==> src/rtl/core/hsv_to_rgb_pixel_macros.svh <==
// Assertion macros for the HSV to RGB pixel converter.
// Included by the top level; depends on nothing else.
`ifndef HSV_TO_RGB_PIXEL_MACROS_SVH
`define HSV_TO_RGB_PIXEL_MACROS_SVH

// Checked on every rising clock edge outside reset.
`define H2R_ASSERT(label, prop, msg) \
   label: assert property (@(posedge clock) disable iff (reset) prop) else $error(msg);

// Checked on every rising clock edge, reset included.
`define H2R_ASSERT_ALWAYS(label, prop, msg) \
   label: assert property (@(posedge clock) prop) else $error(msg);

`endif

==> src/rtl/core/h2r_pkg.sv <==
// Shared constants and types for the HSV to RGB pixel converter.
// No dependencies; compiled first.
package h2r_pkg;

   localparam logic [7:0]  HUE_LIMIT   = 8'd180;
   localparam logic [11:0] REGION_MUL  = 12'd2185;
   localparam logic [4:0]  REGION_SPAN = 5'd30;
   localparam logic [7:0]  FULL_SCALE  = 8'd255;

   // Sixty-degree hue sector; codes six and seven never occur.
   typedef enum logic [2:0] {
      SECTOR_RED     = 3'd0,
      SECTOR_YELLOW  = 3'd1,
      SECTOR_GREEN   = 3'd2,
      SECTOR_CYAN    = 3'd3,
      SECTOR_BLUE    = 3'd4,
      SECTOR_MAGENTA = 3'd5
   } sector_type;

endpackage

==> src/rtl/core/h2r_req_if.sv <==
// Input channel of the converter: handshake plus one HSV pixel item.
// No dependencies.
interface h2r_req_if;
   logic       valid;
   logic       ready;
   logic [7:0] hue;
   logic [7:0] saturation;
   logic [7:0] brightness;
   logic       frame_start;
   logic       line_end;

   modport source (output valid, hue, saturation, brightness, frame_start, line_end,
                   input ready);
   modport sink   (input valid, hue, saturation, brightness, frame_start, line_end,
                   output ready);
endinterface

==> src/rtl/core/h2r_rsp_if.sv <==
// Result channel of the converter: handshake plus one RGB pixel item.
// No dependencies.
interface h2r_rsp_if;
   logic       valid;
   logic       ready;
   logic [7:0] red;
   logic [7:0] green;
   logic [7:0] blue;
   logic       frame_start_out;
   logic       line_end_out;

   modport source (output valid, red, green, blue, frame_start_out, line_end_out,
                   input ready);
   modport sink   (input valid, red, green, blue, frame_start_out, line_end_out,
                   output ready);
endinterface

==> src/rtl/core/h2r_scale.sv <==
// Scales one 8-bit value by another, (a*b)/255 with the rounding shortcut.
// No dependencies.
module h2r_scale (
   input  logic [7:0] a,
   input  logic [7:0] b,
   output logic [7:0] y
);
   logic [15:0] prod;
   logic [16:0] sum;

   // x/255 is taken as (x + 1 + (x >> 8)) >> 8, kept to eight bits.
   assign prod = {8'd0, a} * {8'd0, b};
   assign sum  = {1'b0, prod} + 17'd1 + {9'd0, prod[15:8]};
   assign y    = sum[15:8];
endmodule

==> src/rtl/core/hsv_to_rgb_pixel.sv <==
// Top level of the HSV to RGB pixel converter: a four-stage pipeline.
// Depends on h2r_pkg, h2r_req_if, h2r_rsp_if, h2r_scale and the macro header.
//
//   channel   direction  handshake          item
//   req_port  in         valid/ready        hue, saturation, brightness, sideband
//   rsp_port  out        valid/ready        red, green, blue, sideband
//
// One item enters per cycle while the result is taken or the output is empty;
// the four register stages all move together on one shared enable.
// Reset is synchronous and clears only the stage valid bits.
// When the result is not taken, every stage holds, so nothing is lost or repeated.
`include "hsv_to_rgb_pixel_macros.svh"

module hsv_to_rgb_pixel (
   input logic clock,
   input logic reset,
   h2r_req_if.sink   req_port,
   h2r_rsp_if.source rsp_port
);
   import h2r_pkg::*;

   // The whole pipeline advances when the output register is empty or drained.
   logic advance;

   // Stage 1: clamped hue and its sector.
   logic       s1_valid_ff, s1_valid_in;
   sector_type s1_sector_ff, s1_sector_in;
   logic [7:0] s1_hue_ff, s1_hue_in;
   logic [7:0] s1_sat_ff, s1_val_ff;
   logic       s1_fs_ff, s1_le_ff;

   // Stage 2: fraction inside the sector and the p term.
   logic       s2_valid_ff;
   sector_type s2_sector_ff;
   logic [7:0] s2_frac_ff, s2_frac_in;
   logic [7:0] s2_p_ff, s2_p_in;
   logic [7:0] s2_sat_ff, s2_val_ff;
   logic       s2_fs_ff, s2_le_ff;

   // Stage 3: saturation scaled by the fraction and by its complement.
   logic       s3_valid_ff;
   sector_type s3_sector_ff;
   logic [7:0] s3_sf_ff, s3_sf_in;
   logic [7:0] s3_snf_ff, s3_snf_in;
   logic [7:0] s3_p_ff, s3_val_ff;
   logic       s3_grey_ff;
   logic       s3_fs_ff, s3_le_ff;

   // Stage 4: q and t, then the sector multiplexer into the output register.
   logic       out_valid_ff;
   logic [7:0] q_term, t_term;
   logic [7:0] red_ff, red_in, green_ff, green_in, blue_ff, blue_in;
   logic       out_fs_ff, out_le_ff;

   // Scratch values for the combinational parts.
   logic [19:0] hue_prod;
   logic [7:0]  sector_base;
   logic [7:0]  hue_rem;
   logic [10:0] frac_wide;

   assign advance        = !out_valid_ff || rsp_port.ready;
   assign req_port.ready = advance;
   assign s1_valid_in    = req_port.valid;

   // Hue of 180 or more counts as red; the sector is hue*2185 >> 16.
   always_comb begin
      s1_hue_in    = (req_port.hue >= HUE_LIMIT) ? 8'd0 : req_port.hue;
      hue_prod     = {12'd0, s1_hue_in} * {8'd0, REGION_MUL};
      s1_sector_in = sector_type'(hue_prod[18:16]);
   end

   // The offset into the 30-step sector times 8.5 gives the fraction.
   always_comb begin
      sector_base = {5'd0, s1_sector_ff} * {3'd0, REGION_SPAN};
      hue_rem     = s1_hue_ff - sector_base;
      frac_wide   = {hue_rem, 3'b000} + {4'd0, hue_rem[7:1]};
      s2_frac_in  = frac_wide[7:0];
   end

   h2r_scale u_scale_p (
      .a (s1_val_ff),
      .b (FULL_SCALE - s1_sat_ff),
      .y (s2_p_in)
   );

   h2r_scale u_scale_sf (
      .a (s2_sat_ff),
      .b (s2_frac_ff),
      .y (s3_sf_in)
   );

   h2r_scale u_scale_snf (
      .a (s2_sat_ff),
      .b (FULL_SCALE - s2_frac_ff),
      .y (s3_snf_in)
   );

   h2r_scale u_scale_q (
      .a (s3_val_ff),
      .b (FULL_SCALE - s3_sf_ff),
      .y (q_term)
   );

   h2r_scale u_scale_t (
      .a (s3_val_ff),
      .b (FULL_SCALE - s3_snf_ff),
      .y (t_term)
   );

   // Each sector places brightness, p, q and t on the three channels.
   // With zero saturation all three channels are the brightness.
   always_comb begin
      red_in   = s3_val_ff;
      green_in = s3_val_ff;
      blue_in  = s3_val_ff;
      if (!s3_grey_ff) begin
         case (s3_sector_ff)
            SECTOR_RED: begin
               green_in = t_term;
               blue_in  = s3_p_ff;
            end
            SECTOR_YELLOW: begin
               red_in  = q_term;
               blue_in = s3_p_ff;
            end
            SECTOR_GREEN: begin
               red_in  = s3_p_ff;
               blue_in = t_term;
            end
            SECTOR_CYAN: begin
               red_in   = s3_p_ff;
               green_in = q_term;
            end
            SECTOR_BLUE: begin
               red_in   = t_term;
               green_in = s3_p_ff;
            end
            default: begin
               green_in = s3_p_ff;
               blue_in  = q_term;
            end
         endcase
      end
   end

   // Valid bits: cleared by reset, moved on the shared enable.
   always_ff @(posedge clock) begin
      if (reset) begin
         s1_valid_ff  <= 1'b0;
         s2_valid_ff  <= 1'b0;
         s3_valid_ff  <= 1'b0;
         out_valid_ff <= 1'b0;
      end else if (advance) begin
         s1_valid_ff  <= s1_valid_in;
         s2_valid_ff  <= s1_valid_ff;
         s3_valid_ff  <= s2_valid_ff;
         out_valid_ff <= s3_valid_ff;
      end
   end

   // Payload registers need no reset.
   always_ff @(posedge clock) begin
      if (advance) begin
         s1_sector_ff <= s1_sector_in;
         s1_hue_ff    <= s1_hue_in;
         s1_sat_ff    <= req_port.saturation;
         s1_val_ff    <= req_port.brightness;
         s1_fs_ff     <= req_port.frame_start;
         s1_le_ff     <= req_port.line_end;

         s2_sector_ff <= s1_sector_ff;
         s2_frac_ff   <= s2_frac_in;
         s2_p_ff      <= s2_p_in;
         s2_sat_ff    <= s1_sat_ff;
         s2_val_ff    <= s1_val_ff;
         s2_fs_ff     <= s1_fs_ff;
         s2_le_ff     <= s1_le_ff;

         s3_sector_ff <= s2_sector_ff;
         s3_sf_ff     <= s3_sf_in;
         s3_snf_ff    <= s3_snf_in;
         s3_p_ff      <= s2_p_ff;
         s3_val_ff    <= s2_val_ff;
         s3_grey_ff   <= (s2_sat_ff == 8'd0);
         s3_fs_ff     <= s2_fs_ff;
         s3_le_ff     <= s2_le_ff;

         red_ff       <= red_in;
         green_ff     <= green_in;
         blue_ff      <= blue_in;
         out_fs_ff    <= s3_fs_ff;
         out_le_ff    <= s3_le_ff;
      end
   end

   assign rsp_port.valid           = out_valid_ff;
   assign rsp_port.red             = red_ff;
   assign rsp_port.green           = green_ff;
   assign rsp_port.blue            = blue_ff;
   assign rsp_port.frame_start_out = out_fs_ff;
   assign rsp_port.line_end_out    = out_le_ff;

   // A held result must also hold the input side.
   `H2R_ASSERT(a_stall_blocks_input,
      (rsp_port.valid && !rsp_port.ready) |-> !req_port.ready,
      "input accepted while result stalled")
   // An item in the last stage reaches the output when the pipeline moves.
   `H2R_ASSERT(a_last_stage_delivers,
      (s3_valid_ff && advance) |=> rsp_port.valid,
      "item lost before output")
   // The sector computed from a clamped hue never goes past magenta.
   `H2R_ASSERT(a_sector_range,
      s1_valid_ff |-> (s1_sector_ff <= SECTOR_MAGENTA),
      "hue sector out of range")
   // Reset empties the output register.
   `H2R_ASSERT_ALWAYS(a_reset_clears_output,
      reset |=> !rsp_port.valid,
      "output valid after reset")

endmodule

==> src/flat_wrapper.sv <==
// flat-port wrapper written by rule: the top's interface ports become plain ports
module hsv_to_rgb_pixel_flat import h2r_pkg::*;
  (clock, reset, req_port_valid, req_port_hue, req_port_saturation, req_port_brightness, req_port_frame_start, req_port_line_end, req_port_ready, rsp_port_valid, rsp_port_red, rsp_port_green, rsp_port_blue, rsp_port_frame_start_out, rsp_port_line_end_out, rsp_port_ready);
  h2r_req_if req_port_i ();
  h2r_rsp_if rsp_port_i ();
  input logic clock;
  input logic reset;
  input wire logic [$bits(req_port_i.valid)-1:0] req_port_valid;
  input wire logic [$bits(req_port_i.hue)-1:0] req_port_hue;
  input wire logic [$bits(req_port_i.saturation)-1:0] req_port_saturation;
  input wire logic [$bits(req_port_i.brightness)-1:0] req_port_brightness;
  input wire logic [$bits(req_port_i.frame_start)-1:0] req_port_frame_start;
  input wire logic [$bits(req_port_i.line_end)-1:0] req_port_line_end;
  output wire logic [$bits(req_port_i.ready)-1:0] req_port_ready;
  output wire logic [$bits(rsp_port_i.valid)-1:0] rsp_port_valid;
  output wire logic [$bits(rsp_port_i.red)-1:0] rsp_port_red;
  output wire logic [$bits(rsp_port_i.green)-1:0] rsp_port_green;
  output wire logic [$bits(rsp_port_i.blue)-1:0] rsp_port_blue;
  output wire logic [$bits(rsp_port_i.frame_start_out)-1:0] rsp_port_frame_start_out;
  output wire logic [$bits(rsp_port_i.line_end_out)-1:0] rsp_port_line_end_out;
  input wire logic [$bits(rsp_port_i.ready)-1:0] rsp_port_ready;
  assign req_port_i.valid = req_port_valid;
  assign req_port_i.hue = req_port_hue;
  assign req_port_i.saturation = req_port_saturation;
  assign req_port_i.brightness = req_port_brightness;
  assign req_port_i.frame_start = req_port_frame_start;
  assign req_port_i.line_end = req_port_line_end;
  assign req_port_ready = req_port_i.ready;
  assign rsp_port_valid = rsp_port_i.valid;
  assign rsp_port_red = rsp_port_i.red;
  assign rsp_port_green = rsp_port_i.green;
  assign rsp_port_blue = rsp_port_i.blue;
  assign rsp_port_frame_start_out = rsp_port_i.frame_start_out;
  assign rsp_port_line_end_out = rsp_port_i.line_end_out;
  assign rsp_port_i.ready = rsp_port_ready;
  hsv_to_rgb_pixel u_core (.clock(clock), .reset(reset), .req_port(req_port_i), .rsp_port(rsp_port_i));
endmodule
==> config.mk <==
export PLATFORM = sky130hd
export DESIGN_NAME = hsv_to_rgb_pixel_flat
export DESIGN_NICKNAME = d
export VERILOG_FILES = /design/src/rtl/core/h2r_pkg.sv /design/src/rtl/core/h2r_req_if.sv /design/src/rtl/core/h2r_rsp_if.sv /design/src/rtl/core/h2r_scale.sv /design/src/rtl/core/hsv_to_rgb_pixel.sv /design/src/flat_wrapper.sv
export VERILOG_INCLUDE_DIRS = /design/src /design/src/rtl/core
export SDC_FILE = /design/constraint.sdc
export NUM_CORES = 1
export LEC_CHECK = 0
export ABC_CLOCK_PERIOD_IN_PS = 7700
export BUFFER_PORTS_ARGS = -buffer_cell sky130_fd_sc_hd__clkbuf_2
export CORE_UTILIZATION = 38
export DETAILED_ROUTE_END_ITERATION = 16
export PLACE_DENSITY = 0.59
export SLEW_MARGIN = 10
export SYNTH_ARGS = -nofsm -noshare
export SYNTH_HDL_FRONTEND = slang
export SYNTH_SLANG_ARGS = --single-unit
export TNS_END_PERCENT = 30
==> constraint.sdc <==
create_clock -name clock -period 7.7 [get_ports clock]
set_clock_uncertainty 0.1 [all_clocks]
set_input_delay 1.54 -clock clock [delete_from_list [all_inputs] [get_ports clock]]
set_output_delay 1.54 -clock clock [all_outputs]
set_load 0.01 [all_outputs]
# Word-level counts from Yosys, hierarchy flattened
# Index checks and enable logic that the tools add are counted.
# word_totals
register_bits	134
input_bits	30
output_inout_bits	28
word_cells	73
# op_classes
n_addsub	16
mul	7
magnitude_cmp	1
eq_ne	4
n_mux	7
reduce_logical	8
# op_table
operator	n
adder 16 x 1 -> 16 bit, second input constant	5
adder 16 x 8 -> 16 bit	5
multiplier 8 x 8 -> 16 bit	5
one-hot mux 8 bit (3 select lines)	3
two-way mux 8 bit	4
subtractor 8 bit, first input constant	4
multiplier 8 x 12 -> 19 bit, second input constant	1
adder 8 x 7 -> 8 bit	1
>= comparator 8 bit, second input constant	1
zero test 8 bit	1
OR reduction 2 bit	4
subtractor 8 bit	1
multiplier 3 x 4 -> 7 bit, second input constant	1
== test 3 x 2 -> 1 bit, second input constant	2
== test 3 x 1 -> 1 bit, second input constant	1
== test 3 bit, second input constant	1
zero test 3 bit	1
zero test 1 bit	1
logical OR 1 bit	1

# Logic depth before layout (Yosys ltp)
# depth
word_depth	6
depth_mapped	28
ltp_nobuf	27

# Cells and area by module
# Synthesis repeated with hierarchy kept, for this count alone.
# hier_totals
hier_cells	1983
area_unflattened_um2	19482.4
# by_module_without_submodules
mod	instances	cells_each	area_per_inst_um2	seq_area_each_um2
hsv_to_rgb_pixel	1	472	6422.4	3983.8
h2r_scale (u_core.u_scale_q ...)	2	300	2576.2	0.0
h2r_scale (u_core.u_scale_snf)	1	310	2696.3	0.0
h2r_scale (u_core.u_scale_p)	1	303	2642.5	0.0
h2r_scale (u_core.u_scale_t)	1	298	2568.7	0.0

# Least setup slack after synthesis
# No wires, ideal clock.
# synth_path
kind	register to register
startpoint	register u_core.s3_val_ff[3]
endpoint	register u_core.green_ff[4] (netlist: u_core.rsp_port.green[4]), data pin
setup_ns	0.261
arrival_time_ns	6.584
required_ns	7.339
setup_slack_ns	0.755
path_stages_with_launch	27
path_buffers	3
period_less_slack_ns	6.945
path_cell_list	edfxtp_1 -> clkbuf_1 -> clkbuf_1 -> nor2b_1 -> fa_1 -> fa_1 -> fa_1 -> inv_1 -> fa_1 -> inv_1 -> ha_1 -> buf_2 -> o21a_1 -> o21ai_1 -> a31oi_1 -> a211o_1 -> a21oi_1 -> xnor2_1 -> ha_1 -> or2_2 -> a21oi_1 -> or3b_2 -> o32ai_2 -> nand2_1 -> xnor2_1 -> nor3b_1 -> o32a_1
# synth_between
elab_chain_cells	5
elab_cells_between_ends	8
cone_classes	add/sub: 4; mul: 2; mux: 2
# synth_rtl
element	line	text
start: declaration	hsv_to_rgb_pixel.sv:45	logic [7:0] s3_p_ff, s3_val_ff;
start signal: assignment	hsv_to_rgb_pixel.sv:183	s3_val_ff <= s2_val_ff;
multiplier 8 x 8 -> 16 bit	h2r_scale.sv:12	assign prod = {8'd0, a} * {8'd0, b};
adder 16 x 1 -> 16 bit	h2r_scale.sv:13	assign sum = {1'b0, prod} + 17'd1 + {9'd0, prod[15:8]};
adder 16 x 8 -> 16 bit	h2r_scale.sv:13	
one-hot mux 8 bit (3 select lines) *	hsv_to_rgb_pixel.sv:117	case (s3_sector_ff)
two-way mux 8 bit *	hsv_to_rgb_pixel.sv:116	if (!s3_grey_ff) begin
via u_core.green_in[4]	hsv_to_rgb_pixel.sv:52	logic [7:0] red_ff, red_in, green_ff, green_in, blue_ff, blue_in;
end signal: assignment	hsv_to_rgb_pixel.sv:189	green_ff <= green_in;
end: declaration	hsv_to_rgb_pixel.sv:52	
# The timed path passes the listed nets; every way through them passes the cells marked *.
# A chain may end at the register's enable or synchronous reset.

# Final worst setup path
# layout_path
startpoint	register u_core.s3_val_ff[4]
endpoint	register u_core.green_ff[6] (netlist: u_core.rsp_port.green[6]), data pin
# Same word-level chain as after synthesis.

==> metrics.log <==
INFO  metric cp_top_family = adder cells
INFO  metric average_cell_area_after_synthesis = 9.885 um2
INFO  metric dr_total_vias = 13190
INFO  metric synth.top_cell.area_share = 0.2140
INFO  metric critPathMaxFanout = 10
INFO  metric synthArstFlopShare = 0
INFO  metric worst_path_most_repeated_cell = sky130_fd_sc_hd__fa_1
INFO  metric drtPass1Iterations = 5
INFO  metric cts_buffer_depth = 2
INFO  metric core-area = 0.04695 mm2
INFO  metric run_status = complete, no violations
INFO  metric ys.flop_type = sky130_fd_sc_hd__edfxtp_1
INFO  metric max_cap_viol_count = 0
INFO  metric timing.final.ws_setup = 0.3857 ns
INFO  metric tightest_slew = 0.8529 ns
INFO  metric fill_cells = 4530
INFO  metric layout_min_cycle_time = 7.314 ns
INFO  metric synthesis.yosys.warnings = 0
INFO  metric synth_area_leader_cell = sky130_fd_sc_hd__edfxtp_1
INFO  metric dp.final_hpwl = 33250 um
INFO  metric cts-buffers-inserted = 17
INFO  metric critical_path.endpoint_type = flip-flop
INFO  metric period_share = 0.9499
INFO  metric nNetsFinal = 2386
INFO  metric clk_root_buffer_cell = sky130_fd_sc_hd__clkbuf_16
INFO  metric final_antenna_net_count = 0
INFO  metric synth_cell_types = 84
INFO  metric boundaryPins = 58
INFO  metric timing.final.setup_violations = 0
INFO  metric initial_antenna_violation_count = 0
INFO  metric worstPathBufferInverterCount = 3
INFO  metric netlist_instances = 1845
INFO  metric hold_buffers = 0
INFO  metric groute.usage.overall = 0.1803
INFO  metric routed_wire_length_per_instance = 16.67 um
INFO  metric place_congestion = 0.9084
INFO  metric drive_gt1_frac = 0.08463
INFO  metric grt_pass1_vias = 13910
INFO  metric min_path_type = reg2reg
INFO  metric gr-total-overflow = 0
INFO  metric ys_seq_elements = 134
INFO  metric clock_tree_from_tritoncts = done
INFO  metric max_stage_delay = 0.58 ns
INFO  metric setup.worst_path.class = reg2reg
INFO  metric critical_path_arrival = 7.39 ns
INFO  metric cts-htree-levels = 4
INFO  metric grt_first_pass_wirelength = 71560 um
INFO  metric placement.setup.worst_slack = 0.2295 ns
INFO  metric synth.net_count = 2318
INFO  metric syn_to_final_growth = 9.817%
INFO  metric drt_drc_violations_left = 0
INFO  metric totalWireLength = 42230 um
INFO  metric cts.clk_slew.worst_paths = 0.07 ns
INFO  metric fp.dieArea = 0.04888 mm2
INFO  metric diodes = 0
INFO  metric yosysMostFrequentCell = sky130_fd_sc_hd__inv_1
INFO  metric seq_area_frac_synth = 0.2184
INFO  metric die_width = 221.1 um
INFO  metric crit_start_category = flip-flop
INFO  metric multiInputGateArea = 0.01309 mm2
INFO  metric worst_slew_margin_relative_to_its_limit = 0.4314
INFO  metric placementRows = 79
INFO  metric initial_utilization = 0.3885
INFO  metric cts_num_sinks = 134
INFO  metric hold_viol_final = 0
INFO  metric syn_area = 0.01824 mm2
INFO  metric worst_path_max_delay_cell = sky130_fd_sc_hd__fa_1
INFO  metric crit_required = 7.77 ns
INFO  metric grt_max_degree = 69
INFO  metric synth_enable_flop_cells = 130
INFO  metric max_freq = 0.1367 GHz
INFO  metric regArea = 0.003984 mm2
INFO  metric io_buffer_count = 57
INFO  metric die-height = 221.1 um
INFO  metric insertion_delay = 0.43 ns
INFO  metric top_area_cells_in_the_synthesized_netlist = sky130_fd_sc_hd__edfxtp_1 (21%), sky130_fd_sc_hd__fa_1 (21%), sky130_fd_sc_hd__ha_1 (17%)
INFO  metric vias_per_cell = 5.208
INFO  metric detailed_router_s_first_iteration_violation_count = 850
INFO  metric crit_path_cell_trace = buf_4 -> nor2b_1 -> fa_1 -> fa_1 -> fa_1 -> inv_1 -> fa_1 -> inv_1 -> ha_1 -> o21a_1 -> o21ai_1 -> a31oi_1 -> a211o_1 -> a21oi_1 -> xnor2_1 -> ha_2 -> or2_2 -> a21oi_1 -> or3b_2 -> o32ai_4 -> nand3_1 -> xor2_1 -> o211a_1 -> a221oi_2
INFO  metric synth_top_cells_by_count = sky130_fd_sc_hd__inv_1 (272), sky130_fd_sc_hd__ha_1 (255), sky130_fd_sc_hd__fa_1 (188)
INFO  metric final-max-slew-violation-count = 0
## layout by cell type, fill, tap and decap left out, types with 60 or more instances in the layout
cell                       instances
sky130_fd_sc_hd__nand2_1          94
sky130_fd_sc_hd__nor2_1           92
sky130_fd_sc_hd__edfxtp_1        130
sky130_fd_sc_hd__fa_1            188
sky130_fd_sc_hd__nand2b_1         80
sky130_fd_sc_hd__a21oi_1          69
sky130_fd_sc_hd__xnor2_1          60
sky130_fd_sc_hd__inv_1           270
sky130_fd_sc_hd__nor2b_1         157
sky130_fd_sc_hd__ha_1            254
## kinds of logic after synthesis
group / share of synthesized area
buf+inv: 0.06641
compound gates: 0.1115
fa+ha+maj: 0.3824
flops: 0.2184
simple gates: 0.1628
mux: 0.003293
xor+xnor: 0.05516
## path summary, 6_finish.rpt
check                           depth (start not counted)                          start  slack, ns                                 end
worst min register to register                          0      u_core.s2_le_ff$_DFFE_PP_       0.32           u_core.s3_le_ff$_DFFE_PP_
worst max register to register                         24  u_core.s3_val_ff[4]$_DFFE_PP_       0.39  u_core.rsp_port.green[6]$_DFFE_PP_
worst max-delay path                                   24  u_core.s3_val_ff[4]$_DFFE_PP_       0.39  u_core.rsp_port.green[6]$_DFFE_PP_
worst min-delay path                                    0      u_core.s2_le_ff$_DFFE_PP_       0.32           u_core.s3_le_ff$_DFFE_PP_
## layout make-up
type | count | share of cell area
Sequential cell | 134 | 0.1989
Inverter | 272 | 0.05122
Timing Repair Buffer | 96 | 0.02886
Multi-Input combinational cell | 1392 | 0.6534
Tap cell | 607 | 0.03792
Clock inverter | 14 | 0.008246
Clock buffer | 18 | 0.02143
## routing by layer
metal / routed length (um) / vias up / global-route usage
met1: 19520 / 6529 / 0.2381
met3: 1759 / 42 / 0.02775
li1: - / 6325 / -
met2: 20330 / 296 / 0.3107
met5: 0 / - / 0
met4: 620 / 0 / 0.03970
## metrics by stage
| stage | instance area (um2) | hold WS, ns | instances | utilization | TNS, ns |
|---|---|---|---|---|---|
| 2_1_floorplan | 18240 | 0.3003 | 1845 | - | 0 |
| 3_3_place_gp | 19230 | 0.3039 | 2480 | 0.4096 | 0 |
| 3_5_place_dp | 19230 | 0.3045 | 2480 | 0.4096 | 0 |
| 4_1_cts | 19830 | 0.3201 | 2512 | 0.4223 | 0 |
| 5_1_grt | 20030 | 0.3239 | 2533 | 0.4266 | -0.01961 |
| 6_report | 20030 | 0.3176 | 2533 | 0.4266 | 0 |
## timing repair
| item | in CTS | in global routing |
|---|---|---|
| gates resized for setup | 0 | 9 |
| setup buffers | 0 | 21 |
| setup endpoints to repair | 0 | 12 |
Power is not shown: default switching activity piles up to over one toggle a cycle in this logic, so the estimate is an artifact.
